==> src/hw/rtl/vpid_pkg.sv <==
// Package: shared types, command codes and saturation helpers for the velocity PID unit
`timescale 1ns / 1ps
`default_nettype none
package vpid_pkg;

    // Configuration register indexes
    typedef enum logic [2:0] {
        REG_MODE      = 3'd0,
        REG_TC        = 3'd1,
        REG_TI        = 3'd2,
        REG_TD        = 3'd3,
        REG_ETA       = 3'd4,
        REG_GAIN_NUM  = 3'd5,
        REG_GAIN_DEN  = 3'd6
    } t_reg_idx;

    // Input operation codes
    localparam logic OP_STEP  = 1'b0;
    localparam logic OP_CLEAR = 1'b1;

    typedef struct packed {
        logic               op;
        logic signed [15:0] set_point;
        logic signed [15:0] measured;
    } t_in_beat;

    typedef struct packed {
        logic signed [15:0] delta_output;
        logic               fault;
    } t_out_beat;

    // Controller states
    typedef enum logic [4:0] {
        ST_IDLE,
        ST_CLEAR,
        ST_PREP,
        ST_INT_MUL,
        ST_INT_START,
        ST_INT_WAIT,
        ST_DER_CHK,
        ST_ETA_START,
        ST_ETA_WAIT,
        ST_TDE_START,
        ST_TDE_WAIT,
        ST_NUM,
        ST_DER_MUL,
        ST_DER_START,
        ST_DER_WAIT,
        ST_SUM1,
        ST_SUM2,
        ST_GAIN_MUL,
        ST_GAIN_START,
        ST_GAIN_WAIT,
        ST_DONE
    } t_state;

    // Datapath operations
    typedef enum logic [4:0] {
        DP_NOP,
        DP_LOAD,
        DP_CLEAR,
        DP_PREP,
        DP_INT_MUL,
        DP_INT_START,
        DP_INT_ZERO,
        DP_INT_WAIT,
        DP_ETA_START,
        DP_ETA_WAIT,
        DP_TDE_START,
        DP_TDE_WAIT,
        DP_NUM,
        DP_DER_MUL,
        DP_DER_ZERO,
        DP_DER_SAT,
        DP_DER_START,
        DP_DER_WAIT,
        DP_SUM1,
        DP_SUM2,
        DP_GAIN_MUL,
        DP_GAIN_SAT,
        DP_GAIN_START,
        DP_GAIN_WAIT,
        DP_OUT_LOAD
    } t_dp_op;

    typedef struct packed {
        t_dp_op op;
    } t_dp_cmd;

    typedef struct packed {
        logic div_done;
        logic ti_zero;
        logic td_zero;
        logic eta_zero;
        logic dvs_zero;
        logic gd_zero;
        logic out_busy;
    } t_dp_sts;

    localparam logic signed [33:0] MAX32 = 34'sh0_7FFF_FFFF;
    localparam logic signed [33:0] MIN32 = -34'sh0_8000_0000;
    localparam logic signed [33:0] MAX16 = 34'sh0_0000_7FFF;
    localparam logic signed [33:0] MIN16 = -34'sh0_0000_8000;

    function automatic logic signed [31:0] f_sat32(input logic signed [33:0] v);
        logic signed [33:0] t;
        t = (v > MAX32) ? MAX32 : ((v < MIN32) ? MIN32 : v);
        return t[31:0];
    endfunction

    function automatic logic f_ovf32(input logic signed [33:0] v);
        return (v > MAX32) || (v < MIN32);
    endfunction

    function automatic logic signed [15:0] f_sat16(input logic signed [33:0] v);
        logic signed [33:0] t;
        t = (v > MAX16) ? MAX16 : ((v < MIN16) ? MIN16 : v);
        return t[15:0];
    endfunction

    function automatic logic f_ovf16(input logic signed [33:0] v);
        return (v > MAX16) || (v < MIN16);
    endfunction

endpackage
`default_nettype wire

==> src/hw/rtl/vpid_div.sv <==
// Iterative restoring divider: signed 32-bit dividend by nonzero unsigned 16-bit divisor
`timescale 1ns / 1ps
`default_nettype none
module vpid_div
    import vpid_pkg::*;
(
    input  wire logic               i_clk,
    input  wire logic               i_rst_n,
    input  wire logic               i_start,
    input  wire logic signed [31:0] i_dividend,
    input  wire logic        [15:0] i_divisor,
    output logic signed [31:0]      o_quot,
    output logic                    o_done
);

    logic        r_busy, n_busy;
    logic        r_done, n_done;
    logic [4:0]  r_cnt, n_cnt;
    logic [15:0] r_rem, n_rem;
    logic [31:0] r_q, n_q;
    logic        r_neg, n_neg;
    logic [15:0] r_dvs, n_dvs;
    logic [16:0] w_sh;
    logic        w_ge;
    logic [16:0] w_diff;

    // One quotient bit per cycle
    always_comb begin
        w_sh   = {r_rem, r_q[31]};
        w_ge   = (w_sh >= {1'b0, r_dvs});
        w_diff = w_sh - {1'b0, r_dvs};
    end

    always_comb begin
        n_busy = r_busy;
        n_done = 1'b0;
        n_cnt  = r_cnt;
        n_rem  = r_rem;
        n_q    = r_q;
        n_neg  = r_neg;
        n_dvs  = r_dvs;
        if (i_start) begin
            n_busy = 1'b1;
            n_cnt  = '0;
            n_rem  = '0;
            n_neg  = i_dividend[31];
            n_q    = i_dividend[31] ? (32'd0 - i_dividend) : i_dividend;
            n_dvs  = i_divisor;
        end else if (r_busy) begin
            n_rem = w_ge ? w_diff[15:0] : w_sh[15:0];
            n_q   = {r_q[30:0], w_ge};
            n_cnt = r_cnt + 5'd1;
            if (r_cnt == 5'd31) begin
                n_busy = 1'b0;
                n_done = 1'b1;
            end
        end
    end

    always_ff @(posedge i_clk) begin
        if (!i_rst_n) begin
            r_busy <= 1'b0;
            r_done <= 1'b0;
            r_cnt  <= '0;
        end else begin
            r_busy <= n_busy;
            r_done <= n_done;
            r_cnt  <= n_cnt;
        end
        r_rem <= n_rem;
        r_q   <= n_q;
        r_neg <= n_neg;
        r_dvs <= n_dvs;
    end

    // Restore the sign of the quotient
    assign o_quot = r_neg ? (32'sd0 - $signed(r_q)) : $signed(r_q);
    assign o_done = r_done;

endmodule
`default_nettype wire

==> src/hw/rtl/vpid_ctrl.sv <==
// Controller: sequences one sample through the datapath
`timescale 1ns / 1ps
`default_nettype none
module vpid_ctrl
    import vpid_pkg::*;
(
    input  wire logic    i_clk,
    input  wire logic    i_rst_n,
    input  wire logic    i_in_valid,
    input  wire logic    i_in_op,
    input  wire t_dp_sts i_sts,
    output logic         o_idle,
    output t_dp_cmd      o_cmd
);

    t_state r_state, n_state;

    // Next state
    always_comb begin
        n_state = r_state;
        case (r_state)
            ST_IDLE:       if (i_in_valid) begin
                               n_state = (i_in_op == OP_CLEAR) ? ST_CLEAR : ST_PREP;
                           end
            ST_CLEAR:      n_state = ST_DONE;
            ST_PREP:       n_state = ST_INT_MUL;
            ST_INT_MUL:    n_state = ST_INT_START;
            ST_INT_START:  n_state = i_sts.ti_zero ? ST_DER_CHK : ST_INT_WAIT;
            ST_INT_WAIT:   if (i_sts.div_done) n_state = ST_DER_CHK;
            ST_DER_CHK: begin
                if (i_sts.td_zero)       n_state = ST_SUM1;
                else if (i_sts.eta_zero) n_state = ST_NUM;
                else                     n_state = ST_ETA_START;
            end
            ST_ETA_START:  n_state = ST_ETA_WAIT;
            ST_ETA_WAIT:   if (i_sts.div_done) n_state = ST_TDE_START;
            ST_TDE_START:  n_state = ST_TDE_WAIT;
            ST_TDE_WAIT:   if (i_sts.div_done) n_state = ST_NUM;
            ST_NUM:        n_state = ST_DER_MUL;
            ST_DER_MUL:    n_state = ST_DER_START;
            ST_DER_START:  n_state = i_sts.dvs_zero ? ST_SUM1 : ST_DER_WAIT;
            ST_DER_WAIT:   if (i_sts.div_done) n_state = ST_SUM1;
            ST_SUM1:       n_state = ST_SUM2;
            ST_SUM2:       n_state = ST_GAIN_MUL;
            ST_GAIN_MUL:   n_state = ST_GAIN_START;
            ST_GAIN_START: n_state = i_sts.gd_zero ? ST_DONE : ST_GAIN_WAIT;
            ST_GAIN_WAIT:  if (i_sts.div_done) n_state = ST_DONE;
            ST_DONE:       if (!i_sts.out_busy) n_state = ST_IDLE;
            default:       n_state = ST_IDLE;
        endcase
    end

    // Commands
    always_comb begin
        o_cmd.op = DP_NOP;
        case (r_state)
            ST_IDLE:       if (i_in_valid) o_cmd.op = DP_LOAD;
            ST_CLEAR:      o_cmd.op = DP_CLEAR;
            ST_PREP:       o_cmd.op = DP_PREP;
            ST_INT_MUL:    o_cmd.op = DP_INT_MUL;
            ST_INT_START:  o_cmd.op = i_sts.ti_zero ? DP_INT_ZERO : DP_INT_START;
            ST_INT_WAIT:   o_cmd.op = DP_INT_WAIT;
            ST_DER_CHK:    if (i_sts.td_zero) o_cmd.op = DP_DER_ZERO;
            ST_ETA_START:  o_cmd.op = DP_ETA_START;
            ST_ETA_WAIT:   o_cmd.op = DP_ETA_WAIT;
            ST_TDE_START:  o_cmd.op = DP_TDE_START;
            ST_TDE_WAIT:   o_cmd.op = DP_TDE_WAIT;
            ST_NUM:        o_cmd.op = DP_NUM;
            ST_DER_MUL:    o_cmd.op = DP_DER_MUL;
            ST_DER_START:  o_cmd.op = i_sts.dvs_zero ? DP_DER_SAT : DP_DER_START;
            ST_DER_WAIT:   o_cmd.op = DP_DER_WAIT;
            ST_SUM1:       o_cmd.op = DP_SUM1;
            ST_SUM2:       o_cmd.op = DP_SUM2;
            ST_GAIN_MUL:   o_cmd.op = DP_GAIN_MUL;
            ST_GAIN_START: o_cmd.op = i_sts.gd_zero ? DP_GAIN_SAT : DP_GAIN_START;
            ST_GAIN_WAIT:  o_cmd.op = DP_GAIN_WAIT;
            ST_DONE:       if (!i_sts.out_busy) o_cmd.op = DP_OUT_LOAD;
            default:       o_cmd.op = DP_NOP;
        endcase
    end

    assign o_idle = (r_state == ST_IDLE);

    always_ff @(posedge i_clk) begin
        if (!i_rst_n) begin
            r_state <= ST_IDLE;
        end else begin
            r_state <= n_state;
        end
    end

endmodule
`default_nettype wire

==> src/hw/rtl/vpid_dp.sv <==
// Datapath: registers, state, multiplier, shared divider and output register
`timescale 1ns / 1ps
`default_nettype none
module vpid_dp
    import vpid_pkg::*;
(
    input  wire logic        i_clk,
    input  wire logic        i_rst_n,
    input  wire t_dp_cmd     i_cmd,
    output t_dp_sts          o_sts,
    input  wire t_in_beat    i_in,
    input  wire logic        i_cfg_we,
    input  wire logic [2:0]  i_cfg_index,
    input  wire logic [14:0] i_cfg_data,
    output logic             o_valid,
    output t_out_beat        o_out,
    input  wire logic        i_stall
);

    // Configuration
    logic [1:0]  r_mode;
    logic [14:0] r_tc, r_ti, r_td, r_eta, r_kn, r_kd;

    // Sample state
    t_in_beat           r_in;
    logic signed [15:0] r_eh [3];
    logic signed [15:0] r_mh [3];
    logic signed [31:0] r_dprev;
    logic               r_fault;

    // Working registers
    logic signed [31:0] r_prod;
    logic signed [31:0] r_integ;
    logic signed [31:0] r_q;
    logic        [15:0] r_tde;
    logic signed [15:0] r_num16;
    logic        [15:0] r_dvs;
    logic signed [31:0] r_deriv;
    logic signed [31:0] r_acc;
    logic signed [15:0] r_d16;
    logic signed [15:0] r_res;
    logic               r_ovalid;
    t_out_beat          r_out;

    logic               w_direct, w_pidd;
    logic signed [15:0] w_pv;
    logic signed [33:0] w_diff;
    logic signed [15:0] w_e0;
    logic signed [15:0] w_h0, w_h1, w_h2;
    logic signed [33:0] w_num, w_numq;
    logic signed [31:0] w_num32;
    logic signed [33:0] w_num_fin;
    logic signed [33:0] w_sum1, w_sum2;
    logic signed [31:0] w_sum2_32;
    logic signed [15:0] w_mul_a;
    logic        [14:0] w_mul_b;
    logic signed [31:0] w_mul;
    logic               w_div_start;
    logic signed [31:0] w_div_a;
    logic        [15:0] w_div_b;
    logic signed [31:0] w_quot;
    logic               w_div_done;
    logic               w_fault_set;

    assign w_direct = r_mode[0];
    assign w_pidd   = r_mode[1];

    // Write configuration registers
    always_ff @(posedge i_clk) begin
        if (!i_rst_n) begin
            r_mode <= '0;
            r_tc   <= '0;
            r_ti   <= '0;
            r_td   <= '0;
            r_eta  <= '0;
            r_kn   <= 15'd1;
            r_kd   <= 15'd1;
        end else if (i_cfg_we) begin
            case (i_cfg_index)
                REG_MODE:     r_mode <= i_cfg_data[1:0];
                REG_TC:       r_tc   <= i_cfg_data;
                REG_TI:       r_ti   <= i_cfg_data;
                REG_TD:       r_td   <= i_cfg_data;
                REG_ETA:      r_eta  <= i_cfg_data;
                REG_GAIN_NUM: r_kn   <= i_cfg_data;
                REG_GAIN_DEN: r_kd   <= i_cfg_data;
                default:      ;
            endcase
        end
    end

    // Error and measured value of the new sample
    always_comb begin
        w_pv = r_in.measured;
        if (w_pidd && !w_direct && (r_in.measured == -16'sd32768)) begin
            w_pv = -16'sd32767;
        end
        w_diff = w_direct ? (34'(w_pv) - 34'(r_in.set_point))
                          : (34'(r_in.set_point) - 34'(w_pv));
        w_e0 = f_sat16(w_diff);
    end

    // Second difference plus filter feedback
    always_comb begin
        w_h0 = w_pidd ? r_mh[0] : r_eh[0];
        w_h1 = w_pidd ? r_mh[1] : r_eh[1];
        w_h2 = w_pidd ? r_mh[2] : r_eh[2];
        w_num     = 34'(w_h0) - (34'(w_h1) <<< 1) + 34'(w_h2);
        w_numq    = w_num + 34'(r_q);
        w_num32   = f_sat32(w_numq);
        w_num_fin = (r_eta == '0) ? w_num : 34'(w_num32);
    end

    // Sums toward the velocity step
    always_comb begin
        w_sum1    = 34'(r_eh[0]) - 34'(r_eh[1]) + 34'(r_integ);
        w_sum2    = 34'(r_acc) + 34'(r_deriv);
        w_sum2_32 = f_sat32(w_sum2);
    end

    // Shared multiplier
    always_comb begin
        case (i_cmd.op)
            DP_INT_MUL: begin
                w_mul_a = r_eh[0];
                w_mul_b = r_tc;
            end
            DP_DER_MUL: begin
                w_mul_a = r_num16;
                w_mul_b = r_td;
            end
            default: begin
                w_mul_a = r_d16;
                w_mul_b = r_kn;
            end
        endcase
        w_mul = 32'(w_mul_a) * $signed({17'd0, w_mul_b});
    end

    // Shared divider operands
    always_comb begin
        w_div_start = 1'b0;
        w_div_a     = r_prod;
        w_div_b     = {1'b0, r_kd};
        case (i_cmd.op)
            DP_INT_START: begin
                w_div_start = 1'b1;
                w_div_b     = {1'b0, r_ti};
            end
            DP_ETA_START: begin
                w_div_start = 1'b1;
                w_div_a     = r_dprev;
                w_div_b     = {1'b0, r_eta};
            end
            DP_TDE_START: begin
                w_div_start = 1'b1;
                w_div_a     = {17'd0, r_td};
                w_div_b     = {1'b0, r_eta};
            end
            DP_DER_START: begin
                w_div_start = 1'b1;
                w_div_b     = r_dvs;
            end
            DP_GAIN_START: begin
                w_div_start = 1'b1;
            end
            default: w_div_start = 1'b0;
        endcase
    end

    vpid_div u_div (
        .i_clk      (i_clk),
        .i_rst_n    (i_rst_n),
        .i_start    (w_div_start),
        .i_dividend (w_div_a),
        .i_divisor  (w_div_b),
        .o_quot     (w_quot),
        .o_done     (w_div_done)
    );

    // Collect saturation and zero-divisor events
    always_comb begin
        w_fault_set = 1'b0;
        case (i_cmd.op)
            DP_PREP: w_fault_set = f_ovf16(w_diff) ||
                                   (w_pidd && !w_direct && (r_in.measured == -16'sd32768));
            DP_NUM:  w_fault_set = ((r_eta != '0) && f_ovf32(w_numq)) ||
                                   f_ovf16(w_num_fin);
            DP_DER_SAT:   w_fault_set = 1'b1;
            DP_SUM1:      w_fault_set = f_ovf32(w_sum1);
            DP_SUM2:      w_fault_set = f_ovf32(w_sum2) || f_ovf16(34'(w_sum2_32));
            DP_GAIN_SAT:  w_fault_set = 1'b1;
            DP_GAIN_WAIT: w_fault_set = w_div_done && f_ovf16(34'(w_quot));
            default:      w_fault_set = 1'b0;
        endcase
    end

    // Control state: fault latch and output register
    always_ff @(posedge i_clk) begin
        if (!i_rst_n) begin
            r_fault  <= 1'b0;
            r_ovalid <= 1'b0;
        end else begin
            if (i_cmd.op == DP_CLEAR) begin
                r_fault <= 1'b0;
            end else if (w_fault_set) begin
                r_fault <= 1'b1;
            end
            if (i_cmd.op == DP_OUT_LOAD) begin
                r_ovalid <= 1'b1;
            end else if (!i_stall) begin
                r_ovalid <= 1'b0;
            end
        end
    end

    // History and derivative memory
    always_ff @(posedge i_clk) begin
        if (!i_rst_n) begin
            for (int i = 0; i < 3; i++) begin
                r_eh[i] <= '0;
                r_mh[i] <= '0;
            end
            r_dprev <= '0;
        end else begin
            case (i_cmd.op)
                DP_CLEAR: begin
                    for (int i = 0; i < 3; i++) begin
                        r_eh[i] <= '0;
                        r_mh[i] <= '0;
                    end
                    r_dprev <= '0;
                end
                DP_PREP: begin
                    r_eh[2] <= r_eh[1];
                    r_eh[1] <= r_eh[0];
                    r_eh[0] <= w_e0;
                    if (w_pidd) begin
                        r_mh[2] <= r_mh[1];
                        r_mh[1] <= r_mh[0];
                        r_mh[0] <= w_direct ? w_pv : (16'sd0 - w_pv);
                    end
                end
                DP_DER_ZERO: r_dprev <= '0;
                DP_DER_SAT: begin
                    r_dprev <= (r_prod < 0) ? 32'sh8000_0000
                             : ((r_prod > 0) ? 32'sh7FFF_FFFF : 32'sd0);
                end
                DP_DER_WAIT: if (w_div_done) r_dprev <= w_quot;
                default: ;
            endcase
        end
    end

    // Working registers
    always_ff @(posedge i_clk) begin
        case (i_cmd.op)
            DP_LOAD:     r_in <= i_in;
            DP_CLEAR:    r_res <= '0;
            DP_INT_MUL,
            DP_DER_MUL,
            DP_GAIN_MUL: r_prod <= w_mul;
            DP_INT_ZERO: r_integ <= '0;
            DP_INT_WAIT: if (w_div_done) r_integ <= w_quot;
            DP_ETA_WAIT: if (w_div_done) r_q <= w_quot;
            DP_TDE_WAIT: if (w_div_done) r_tde <= w_quot[15:0];
            DP_NUM: begin
                r_num16 <= f_sat16(w_num_fin);
                r_dvs   <= {1'b0, r_tc} + ((r_eta == '0) ? {1'b0, r_td} : r_tde);
            end
            DP_DER_ZERO: r_deriv <= '0;
            DP_DER_SAT: begin
                r_deriv <= (r_prod < 0) ? 32'sh8000_0000
                         : ((r_prod > 0) ? 32'sh7FFF_FFFF : 32'sd0);
            end
            DP_DER_WAIT: if (w_div_done) r_deriv <= w_quot;
            DP_SUM1:     r_acc <= f_sat32(w_sum1);
            DP_SUM2:     r_d16 <= f_sat16(34'(w_sum2_32));
            DP_GAIN_SAT: begin
                r_res <= (r_prod < 0) ? -16'sd32768
                       : ((r_prod > 0) ? 16'sd32767 : 16'sd0);
            end
            DP_GAIN_WAIT: if (w_div_done) r_res <= f_sat16(34'(w_quot));
            DP_OUT_LOAD: begin
                r_out.delta_output <= r_res;
                r_out.fault        <= r_fault;
            end
            default: ;
        endcase
    end

    // Status toward the controller
    always_comb begin
        o_sts.div_done = w_div_done;
        o_sts.ti_zero  = (r_ti == '0);
        o_sts.td_zero  = (r_td == '0);
        o_sts.eta_zero = (r_eta == '0);
        o_sts.dvs_zero = (r_dvs == '0);
        o_sts.gd_zero  = (r_kd == '0);
        o_sts.out_busy = r_ovalid && i_stall;
    end

    assign o_valid = r_ovalid;
    assign o_out   = r_out;

endmodule
`default_nettype wire

==> src/hw/rtl/velocity_pid_incomplete_derivative_unit.sv <==
// Top level: velocity-form PID with incomplete derivative, controller plus datapath
//
//   channel  | direction | handshake              | beat
//   ---------+-----------+------------------------+-----------------------------------
//   input    | in        | i_valid / o_stall      | t_in_beat  (op, set_point, measured)
//   output   | out       | o_valid / i_stall      | t_out_beat (delta_output, fault)
//   config   | in        | i_cfg_valid/o_cfg_ready| i_cfg_index, i_cfg_data
//
// After accept, a clear passes through ST_CLEAR to ST_DONE, which loads its result. A
// control step walks its controller states and runs the shared radix-2 divider once
// for each divide it needs (up to five) before ST_DONE loads its result. The next beat
// can be accepted in the cycle after the result is loaded. Reset is synchronous and
// active low; it clears history, fault and registers to their reset values. A finished
// result waits in the output register under i_stall while the block is idle and accepts
// the next beat; a second result waits in the last state until then.
`timescale 1ns / 1ps
`default_nettype none
module velocity_pid_incomplete_derivative_unit
    import vpid_pkg::*;
(
    input  wire logic        i_clk,
    input  wire logic        i_rst_n,
    input  wire logic        i_valid,
    output logic             o_stall,
    input  wire t_in_beat    i_in,
    output logic             o_valid,
    input  wire logic        i_stall,
    output t_out_beat        o_out,
    input  wire logic        i_cfg_valid,
    output logic             o_cfg_ready,
    input  wire logic [2:0]  i_cfg_index,
    input  wire logic [14:0] i_cfg_data
);

    t_dp_cmd w_cmd;
    t_dp_sts w_sts;
    logic    w_idle;

    vpid_ctrl u_ctrl (
        .i_clk      (i_clk),
        .i_rst_n    (i_rst_n),
        .i_in_valid (i_valid),
        .i_in_op    (i_in.op),
        .i_sts      (w_sts),
        .o_idle     (w_idle),
        .o_cmd      (w_cmd)
    );

    vpid_dp u_dp (
        .i_clk       (i_clk),
        .i_rst_n     (i_rst_n),
        .i_cmd       (w_cmd),
        .o_sts       (w_sts),
        .i_in        (i_in),
        .i_cfg_we    (i_cfg_valid && o_cfg_ready),
        .i_cfg_index (i_cfg_index),
        .i_cfg_data  (i_cfg_data),
        .o_valid     (o_valid),
        .o_out       (o_out),
        .i_stall     (i_stall)
    );

    assign o_stall     = !w_idle;
    assign o_cfg_ready = 1'b1;

    // An accepted beat closes the input until its result is done
    a_accept_busy: assert property (@(posedge i_clk) disable iff (!i_rst_n)
        (i_valid && !o_stall) |=> o_stall)
        else $error("input still open after accept");

    // A result appears only at the end of work on an item
    a_result_from_work: assert property (@(posedge i_clk) disable iff (!i_rst_n)
        $rose(o_valid) |-> $past(o_stall))
        else $error("result without an item in work");

    // The result of a clear reports no fault
    a_clear_result: assert property (@(posedge i_clk) disable iff (!i_rst_n)
        (i_valid && !o_stall && (i_in.op == OP_CLEAR)) |=> ##2
        (!o_out.fault || !o_valid || $past(o_valid)))
        else $error("clear result carries a fault");

endmodule
`default_nettype wire
==> config.mk <==
export PLATFORM = sky130hd
export DESIGN_NAME = velocity_pid_incomplete_derivative_unit
export DESIGN_NICKNAME = d
export VERILOG_FILES = /design/src/hw/rtl/vpid_pkg.sv /design/src/hw/rtl/vpid_div.sv /design/src/hw/rtl/vpid_ctrl.sv /design/src/hw/rtl/vpid_dp.sv /design/src/hw/rtl/velocity_pid_incomplete_derivative_unit.sv
export SDC_FILE = /design/constraint.sdc
export NUM_CORES = 2
export LEC_CHECK = 0
export ABC_AREA = 1
export BUFFER_PORTS_ARGS = -buffer_cell sky130_fd_sc_hd__buf_2
export CORE_MARGIN = 3
export CORE_UTILIZATION = 55
export DETAILED_ROUTE_END_ITERATION = 8
export PLACE_DENSITY = 0.71
export SYNTH_ARGS = -nofsm -noshare
export SYNTH_HDL_FRONTEND = slang
export SYNTH_SLANG_ARGS = --single-unit
==> constraint.sdc <==
create_clock -name i_clk -period 14.3 [get_ports i_clk]
set_input_delay 4.29 -clock i_clk [delete_from_list [all_inputs] [get_ports i_clk]]
set_output_delay 4.29 -clock i_clk [all_outputs]
set_load 0.1 [all_outputs]
Yosys cells after proc, flatten, opt, wreduce, memory -nomap -nowiden
Memories as Yosys holds them, arrays and structs flattened.
Cells that the tools add are included.
{"block": "word_totals", "ff_bits": 492, "latch_bits": 0, "mem_bits_rw": 96, "mem_bits_ro": 0, "elab_cells": 284, "memories": 2}
{"block": "op_classes", "addsub": 14, "mul": 1, "div": 0, "magnitude_cmp": 17, "n_eq_ne": 63, "shifts": 0, "n_mux": 89, "n_bitwise": 14, "n_reduce_logical": 52}
{"memory": "u_dp.r_eh", "depth": 3, "width": 16, "read_ports": 3, "rd_clocked_by_memory_dff": 0, "wr": 3, "line": "vpid_dp.sv:26", "source": "logic signed [15:0] r_eh [3];"}
{"memory": "u_dp.r_mh", "depth": 3, "width": 16, "read_ports": 3, "rd_clocked_by_memory_dff": 0, "wr": 3, "line": "vpid_dp.sv:27", "source": "logic signed [15:0] r_mh [3];"}
{"operator": "$mux 16", "n": 27}
{"operator": "$mux 32", "n": 11}
{"operator": "$pmux 5 s21", "n": 2}
{"operator": "$pmux 32 s3", "n": 2}
{"operator": "$pmux 32 s2", "n": 2}
{"operator": "$pmux 16 s3", "n": 2}
{"operator": "$eq 5x4->1 const B", "n": 16}
{"operator": "$eq 5x5->1 const B", "n": 15}
{"operator": "$gt 34x16->1 const B", "n": 2}
{"operator": "$gt 34x32->1 const B", "n": 2}
{"operator": "$lt 34x16->1 const B", "n": 2}
{"operator": "$lt 34x32->1 const B", "n": 2}
{"operator": "$mux 34", "n": 2}
{"operator": "$gt 32x16->1 const B", "n": 2}
{"operator": "$lt 32x16->1 const B", "n": 2}
{"operator": "$sub 1x32->32 const A", "n": 2}
{"operator": "$logic_not 15->1", "n": 4}
{"operator": "$sub 16x16->17", "n": 3}
{"operator": "$mux 5", "n": 10}
{"operator": "$eq 5x3->1 const B", "n": 8}
{"operator": "$add 34x32->34", "n": 1}
{"operator": "$add 17x32->33", "n": 1}
{"operator": "$add 32x32->33", "n": 1}
{"operator": "$gt 33x32->1 const B", "n": 1}
{"operator": "other kinds (44)", "n": 128}

Depth between registers and ports, before layout
An unclocked memory read counts as a cell.
{"block": "depth", "word_depth": 13, "depth_mapped": 42, "ltp_nobuf": 40}

By module
From an unflattened synthesis, not the netlist that was laid out.
{"block": "unflattened", "cells_unflattened": 5836, "hier_area_um2": 46843.7}
{"mod": "vpid_dp", "n_inst": 1, "cells_per_inst": 4839, "area_per_inst_um2": 40287.4, "seq_area_each_um2": 14083.5}
{"mod": "vpid_div", "n_inst": 1, "cells_per_inst": 850, "area_per_inst_um2": 5791.8, "seq_area_each_um2": 1931.9}
{"mod": "vpid_ctrl", "n_inst": 1, "cells_per_inst": 144, "area_per_inst_um2": 749.5, "seq_area_each_um2": 100.1}
{"mod": "velocity_pid_incomplete_derivative_unit", "n_inst": 1, "cells_per_inst": 3, "area_per_inst_um2": 15.0, "seq_area_each_um2": 0.0}

Least setup slack after synthesis
Ideal clock, no wire load.
{"block": "synth_timing", "path_type": "register -> register", "from": "reg u_ctrl.r_state[0]", "to": "reg u_dp.r_prod[30], data pin", "setup_ns": 0.269, "t_arrival_ns": 7.162, "path_slack_ns": 6.869, "stages_incl_launch_ff": 38, "n_path_buf": 2, "path_cell_list": "dfxtp_1 -> nor2_1 -> inv_1 -> nor2_1 -> inv_2 -> nor2_1 -> inv_1 -> clkbuf_1 -> o22ai_1 -> a21oi_1 -> inv_1 -> clkbuf_1 -> nand2_1 -> fa_1 -> inv_1 -> fa_1 -> inv_1 -> fa_1 -> [2 not listed] -> fa_1 -> fa_1 -> ha_1 -> nand2_1 -> inv_1 -> nand3_1 -> inv_1 -> a21oi_1 -> inv_1 -> a21oi_1 -> o21ai_0 -> nand2_1 -> nand2_1 -> a21oi_1 -> o21ai_0 -> inv_1 -> o31ai_1 -> xor2_1"}
{"block": "synth_between", "elab_chain_cells": 5, "elab_cells_between_ends": 27, "classes_between": "1 x mul; 22 x eq/ne; 3 x mux; 1 x reduce/logical"}
{"item": "from (decl)", "line": "vpid_ctrl.sv:16", "source": "t_state r_state, n_state;"}
{"item": "from (signal assigned)", "line": "vpid_ctrl.sv:88", "source": "r_state <= n_state;"}
{"item": "$eq 5x5->1 (tied with other cells)", "line": "vpid_ctrl.sv:56", "source": "case (r_state)"}
{"item": "$pmux 5 s21 *", "line": "vpid_ctrl.sv:56"}
{"item": "$eq 5x4->1 or $eq 5x3->1 (tied branches)", "line": "vpid_dp.sv:123", "source": "case (i_cmd.op)"}
{"item": "$pmux 16 s2 or $pmux 15 s2 (tied branches)", "line": "vpid_dp.sv:123"}
{"item": "$mul 16x16->32 *", "line": "vpid_dp.sv:137", "source": "w_mul = 32'(w_mul_a) * $signed({17'd0, w_mul_b});"}
{"item": "net u_dp.w_mul[30]", "line": "vpid_dp.sv:57", "source": "logic signed [31:0] w_mul;"}
{"item": "to (signal assigned)", "line": "vpid_dp.sv:262", "source": "DP_GAIN_MUL: r_prod <= w_mul;"}
{"item": "to (decl)", "line": "vpid_dp.sv:32", "source": "logic signed [31:0] r_prod;"}
The timed path passes the listed nets; every way through them passes the cells marked *.
A chain may end at the register's enable or synchronous reset.

Worst setup path after layout
{"block": "layout_timing", "from": "reg u_ctrl.r_state[0]", "to": "reg u_dp.r_prod[21], data pin"}
The elaborated chain is that of the path after synthesis.

==> impl_results.md <==
* Status: completed
* RSZ-0062 raised after global routing: false
* Clock transition at the registers of the reported paths at 0.06 ns
* Predominant post-synthesis flop cell: edfxtp_1
* Root Buffer: clkbuf_16
* Comb pwr share at 0.643
* Final nets at 6311
* RR Endpoint: u_dp.r_prod[21]$_DFFE_PP_
* Clock share of power at 0.148
* CP arrival at 9.58 ns
* Worst reg2reg setup slack at 5.09 ns
* CTS tree: yes
* Largest net degree at the start of global routing at 92
* Mapped Area at 46000 µm²
* Vias at 39100
* Setup-failing EPs final at 0
* Row count at 105
* Seq/Total Area, Yosys at 0.351
* Yosys reg bits at 588
* CP peak stage delay at 0.85 ns
* DR WL/cell at 21.4 µm
* Total grt overflow at 0
* Setup bufs post-CTS at 0
* Pwr Density at 249 nW/µm²
* Die height at 295 µm
* Syn Inst Count at 5661
* Sw Ratio at 0.515
* Post-CTS sizing at 0
* Post-synth ARST share at 0
* Worst Hold Slack at 0.417 ns
* GPL Wtd Cong at 1.00
* Final WL at 146000 µm
* Flop pwr share at 0.209
* Area occupied by multi-input gates at 25500 µm²
* Fraction of layout cells with a size suffix above 1 at 0.0489
* Register Area at 16100 µm²
* Clk_skew at 0.0398 ns
* Die width at 295 µm
* Post-cts hold buffer count at 0
* Post-synth EDFFs at 434
* Tot GR Track Use at 0.333
* Pins Over Slew Limit at 0
* First-pass GRT wire length at 219000 µm
* Setup TNS at 0 ns
* Hold Crit Class: reg -> reg
* Hold_sp: u_dp.r_res[5]$_DFFE_PP_
* CP startpoint kind: register
* Routed Antenna Nets at 0
* Overall Power at 12.4 mW
* Worst path most repeated cell: inv_1
* Minimum clock period at 9.21 ns
* Final Util at 0.604
* Clock latency on the worst-skew pair at 0.64 ns
* Layout Cells excl Fill at 6817
* Vias per cell at 5.73
* Syn Area/Cell at 8.12 µm²
* Slew headroom at 0.119
* Hold Path Depth at 0
* Distinct cell type count after synthesis at 64
* DR pass1 iterations at 7
* # IOs at 76
* Number of global-route vias before repair at 36800
* Endpoint class of the critical path: register
* H-tree levels at 3
* Num Clock Sinks at 588
* Classification of the worst setup path: reg -> reg
* Remaining DRCs at 0
* Core area at 82400 µm²
* Die area at 87100 µm²
* Final hold vios at 0
* Ys Warns at 0
* Required time of the critical path at 14.68 ns
* Initial core utilization at 0.558
* Max-Cap Viols at 0
* Filler cells at 7391
* DRT iter0 DRCs at 3961
* Initial antenna violation count at 5
* Worst Path Max Fanout at 18
* Worst Hold Endpoint: u_dp.o_out[6]$_DFFE_PP_
* Port bufs at 74
* Origin of the critical flop-to-flop path: u_ctrl.r_state[0]$_SDFFE_PN0P_
* Syn Nets at 6282
* P&R area growth vs syn at 8.34%
* Clock tree buffer depth at 3
* Post-DP HPWL at 115000 µm
* Worst-margin pin slew at 1.31 ns
* CP max-delay cell: nor2_1
* Leakage power at 22.6 nW
* VDD IR max at 0.199 mV
* Fmax at 109 MHz
* R2R cell count at 31
* Period utilization at 0.644
* Placed insts at 6688
* Pint at 6.00 mW
* Cts bufs inserted at 69
* Psw at 6.38 mW
## cell families after synthesis
| group | Yosys count | synth area share |
|---|---|---|
| buf+inv | 1171 | 0.0966 |
| compound gates | 961 | 0.115 |
| xor+xnor | 224 | 0.0427 |
| mux | 16 | 0.00349 |
| fa+ha+maj | 565 | 0.203 |
| other cells | 1 | 0.0000816 |
| flops | 588 | 0.351 |
| simple gates | 2135 | 0.189 |
## cell usage after synthesis, drive strengths merged, types with 7 or more instances
master  instances  area share
a21o           14      0.0023
a21oi         338       0.037
a22oi           8      0.0013
a31oi          17      0.0023
buf            27      0.0031
clkbuf        135       0.011
clkinv          8     0.00065
dfxtp         154       0.067
edfxtp        434        0.28
fa            300        0.13
ha            265       0.072
inv          1001       0.082
mux2i          16      0.0035
nand2        1115       0.092
nand3         162       0.018
nand3b          8      0.0013
nand4          72      0.0099
nor2          681       0.056
nor3           54      0.0060
nor4           29      0.0039
o211ai         35      0.0057
o21ai         439       0.048
o21bai         25      0.0041
o221ai          7      0.0015
o22ai          35      0.0049
o31ai           7      0.0011
xnor2          73       0.014
xor2          151       0.029
## registers in the layout, indices dropped and copies added, names as in the netlist, 17 cells and up
register / cells
u_dp.r_integ: 32
u_dp.o_out: 17
u_dp.r_deriv: 32
u_dp.r_in: 32
u_dp.r_eh: 48
u_dp.r_dprev: 32
u_dp.r_acc: 32
u_dp.u_div.r_q: 32
u_dp.r_prod: 32
u_dp.r_mh: 48
u_dp.r_q: 32
## cells in the final DEF (no fill, tap or decap), types with 7 or more instances in the layout
cell type     n
a21o_1       14
a21oi_1     333
a22oi_1       8
a31oi_1      17
buf_2        73
buf_4        47
clkbuf_1     14
clkbuf_16    71
clkbuf_8     10
clkinv_1     13
clkinv_2      9
dfxtp_1     153
edfxtp_1    434
fa_1        300
ha_1        265
inv_1       995
mux2i_1      16
nand2_1    1107
nand3_1     162
nand3b_1      8
nand4_1      71
nor2_1      667
nor2_2       10
nor3_1       51
nor4_1       28
o211ai_1     35
o21ai_0     427
o21ai_1      10
o21bai_1     25
o22ai_1      34
o31ai_1       7
xnor2_1      73
xor2_1      151
## critical path: cells and delay by family (launching register included)
family,cells,cell delay (ns)
compound gates,9,2.45
flops,1,0.36
buf+inv,7,1.27
fa+ha+maj,7,3.21
xor+xnor,1,0.09
simple gates,7,1.53
## layout make-up
type / count / area share
Antenna cell: 1 / 0.0000503
Clock buffer: 95 / 0.0395
Inverter: 1009 / 0.0761
Sequential cell: 588 / 0.324
Multi-Input combinational cell: 3902 / 0.511
Clock inverter: 32 / 0.00792
Tap cell: 1070 / 0.0269
Timing Repair Buffer: 120 / 0.0144
## power groups by stage
stage / Combinational, mW / Sequential, mW / Clock [mW]
CTS: 7.82 / 2.58 / 1.84
finish: 7.96 / 2.59 / 1.83
floorplan: 5.71 / 2.53 / 0
detailed placement: 7.75 / 2.61 / 0
global placement: 7.70 / 2.61 / 0
global route: 8.85 / 2.61 / 1.92
## per-stage QoR
step                      instance area [µm²]  setup slack [ns]
after detailed placement                47400              5.30
after global placement                  47400              5.49
after CTS                               49800              5.26
after floorplan                         46000              6.87
after global routing                    49800              4.28
final                                   49800              5.09
## worst max path at each step
stage / startpoint / to / slack [ns] / cells past startpoint
after global placement: u_ctrl.r_state[0]$_SDFFE_PN0P_ / u_dp.r_prod[27]$_DFFE_PP_ / 5.49 / 31
after global routing: u_ctrl.r_state[0]$_SDFFE_PN0P_ / u_dp.r_prod[27]$_DFFE_PP_ / 4.28 / 31
after detailed placement: u_ctrl.r_state[0]$_SDFFE_PN0P_ / u_dp.r_prod[21]$_DFFE_PP_ / 5.30 / 31
after floorplan: u_ctrl.r_state[0]$_SDFFE_PN0P_ / u_dp.r_prod[30]$_DFFE_PP_ / 6.87 / 37
final: u_ctrl.r_state[0]$_SDFFE_PN0P_ / u_dp.r_prod[21]$_DFFE_PP_ / 5.09 / 31
after CTS: u_ctrl.r_state[0]$_SDFFE_PN0P_ / u_dp.r_prod[21]$_DFFE_PP_ / 5.26 / 31
## routing by layer
layer  routed length, µm  share of wire  GRT usage
met1               61900           0.42      0.469
met5                  27        0.00018          0
met2               64600           0.44      0.515
met4                5950          0.041      0.127
met3               13600          0.093     0.0598
No activity file was read; power rests on OpenSTA's default activity.
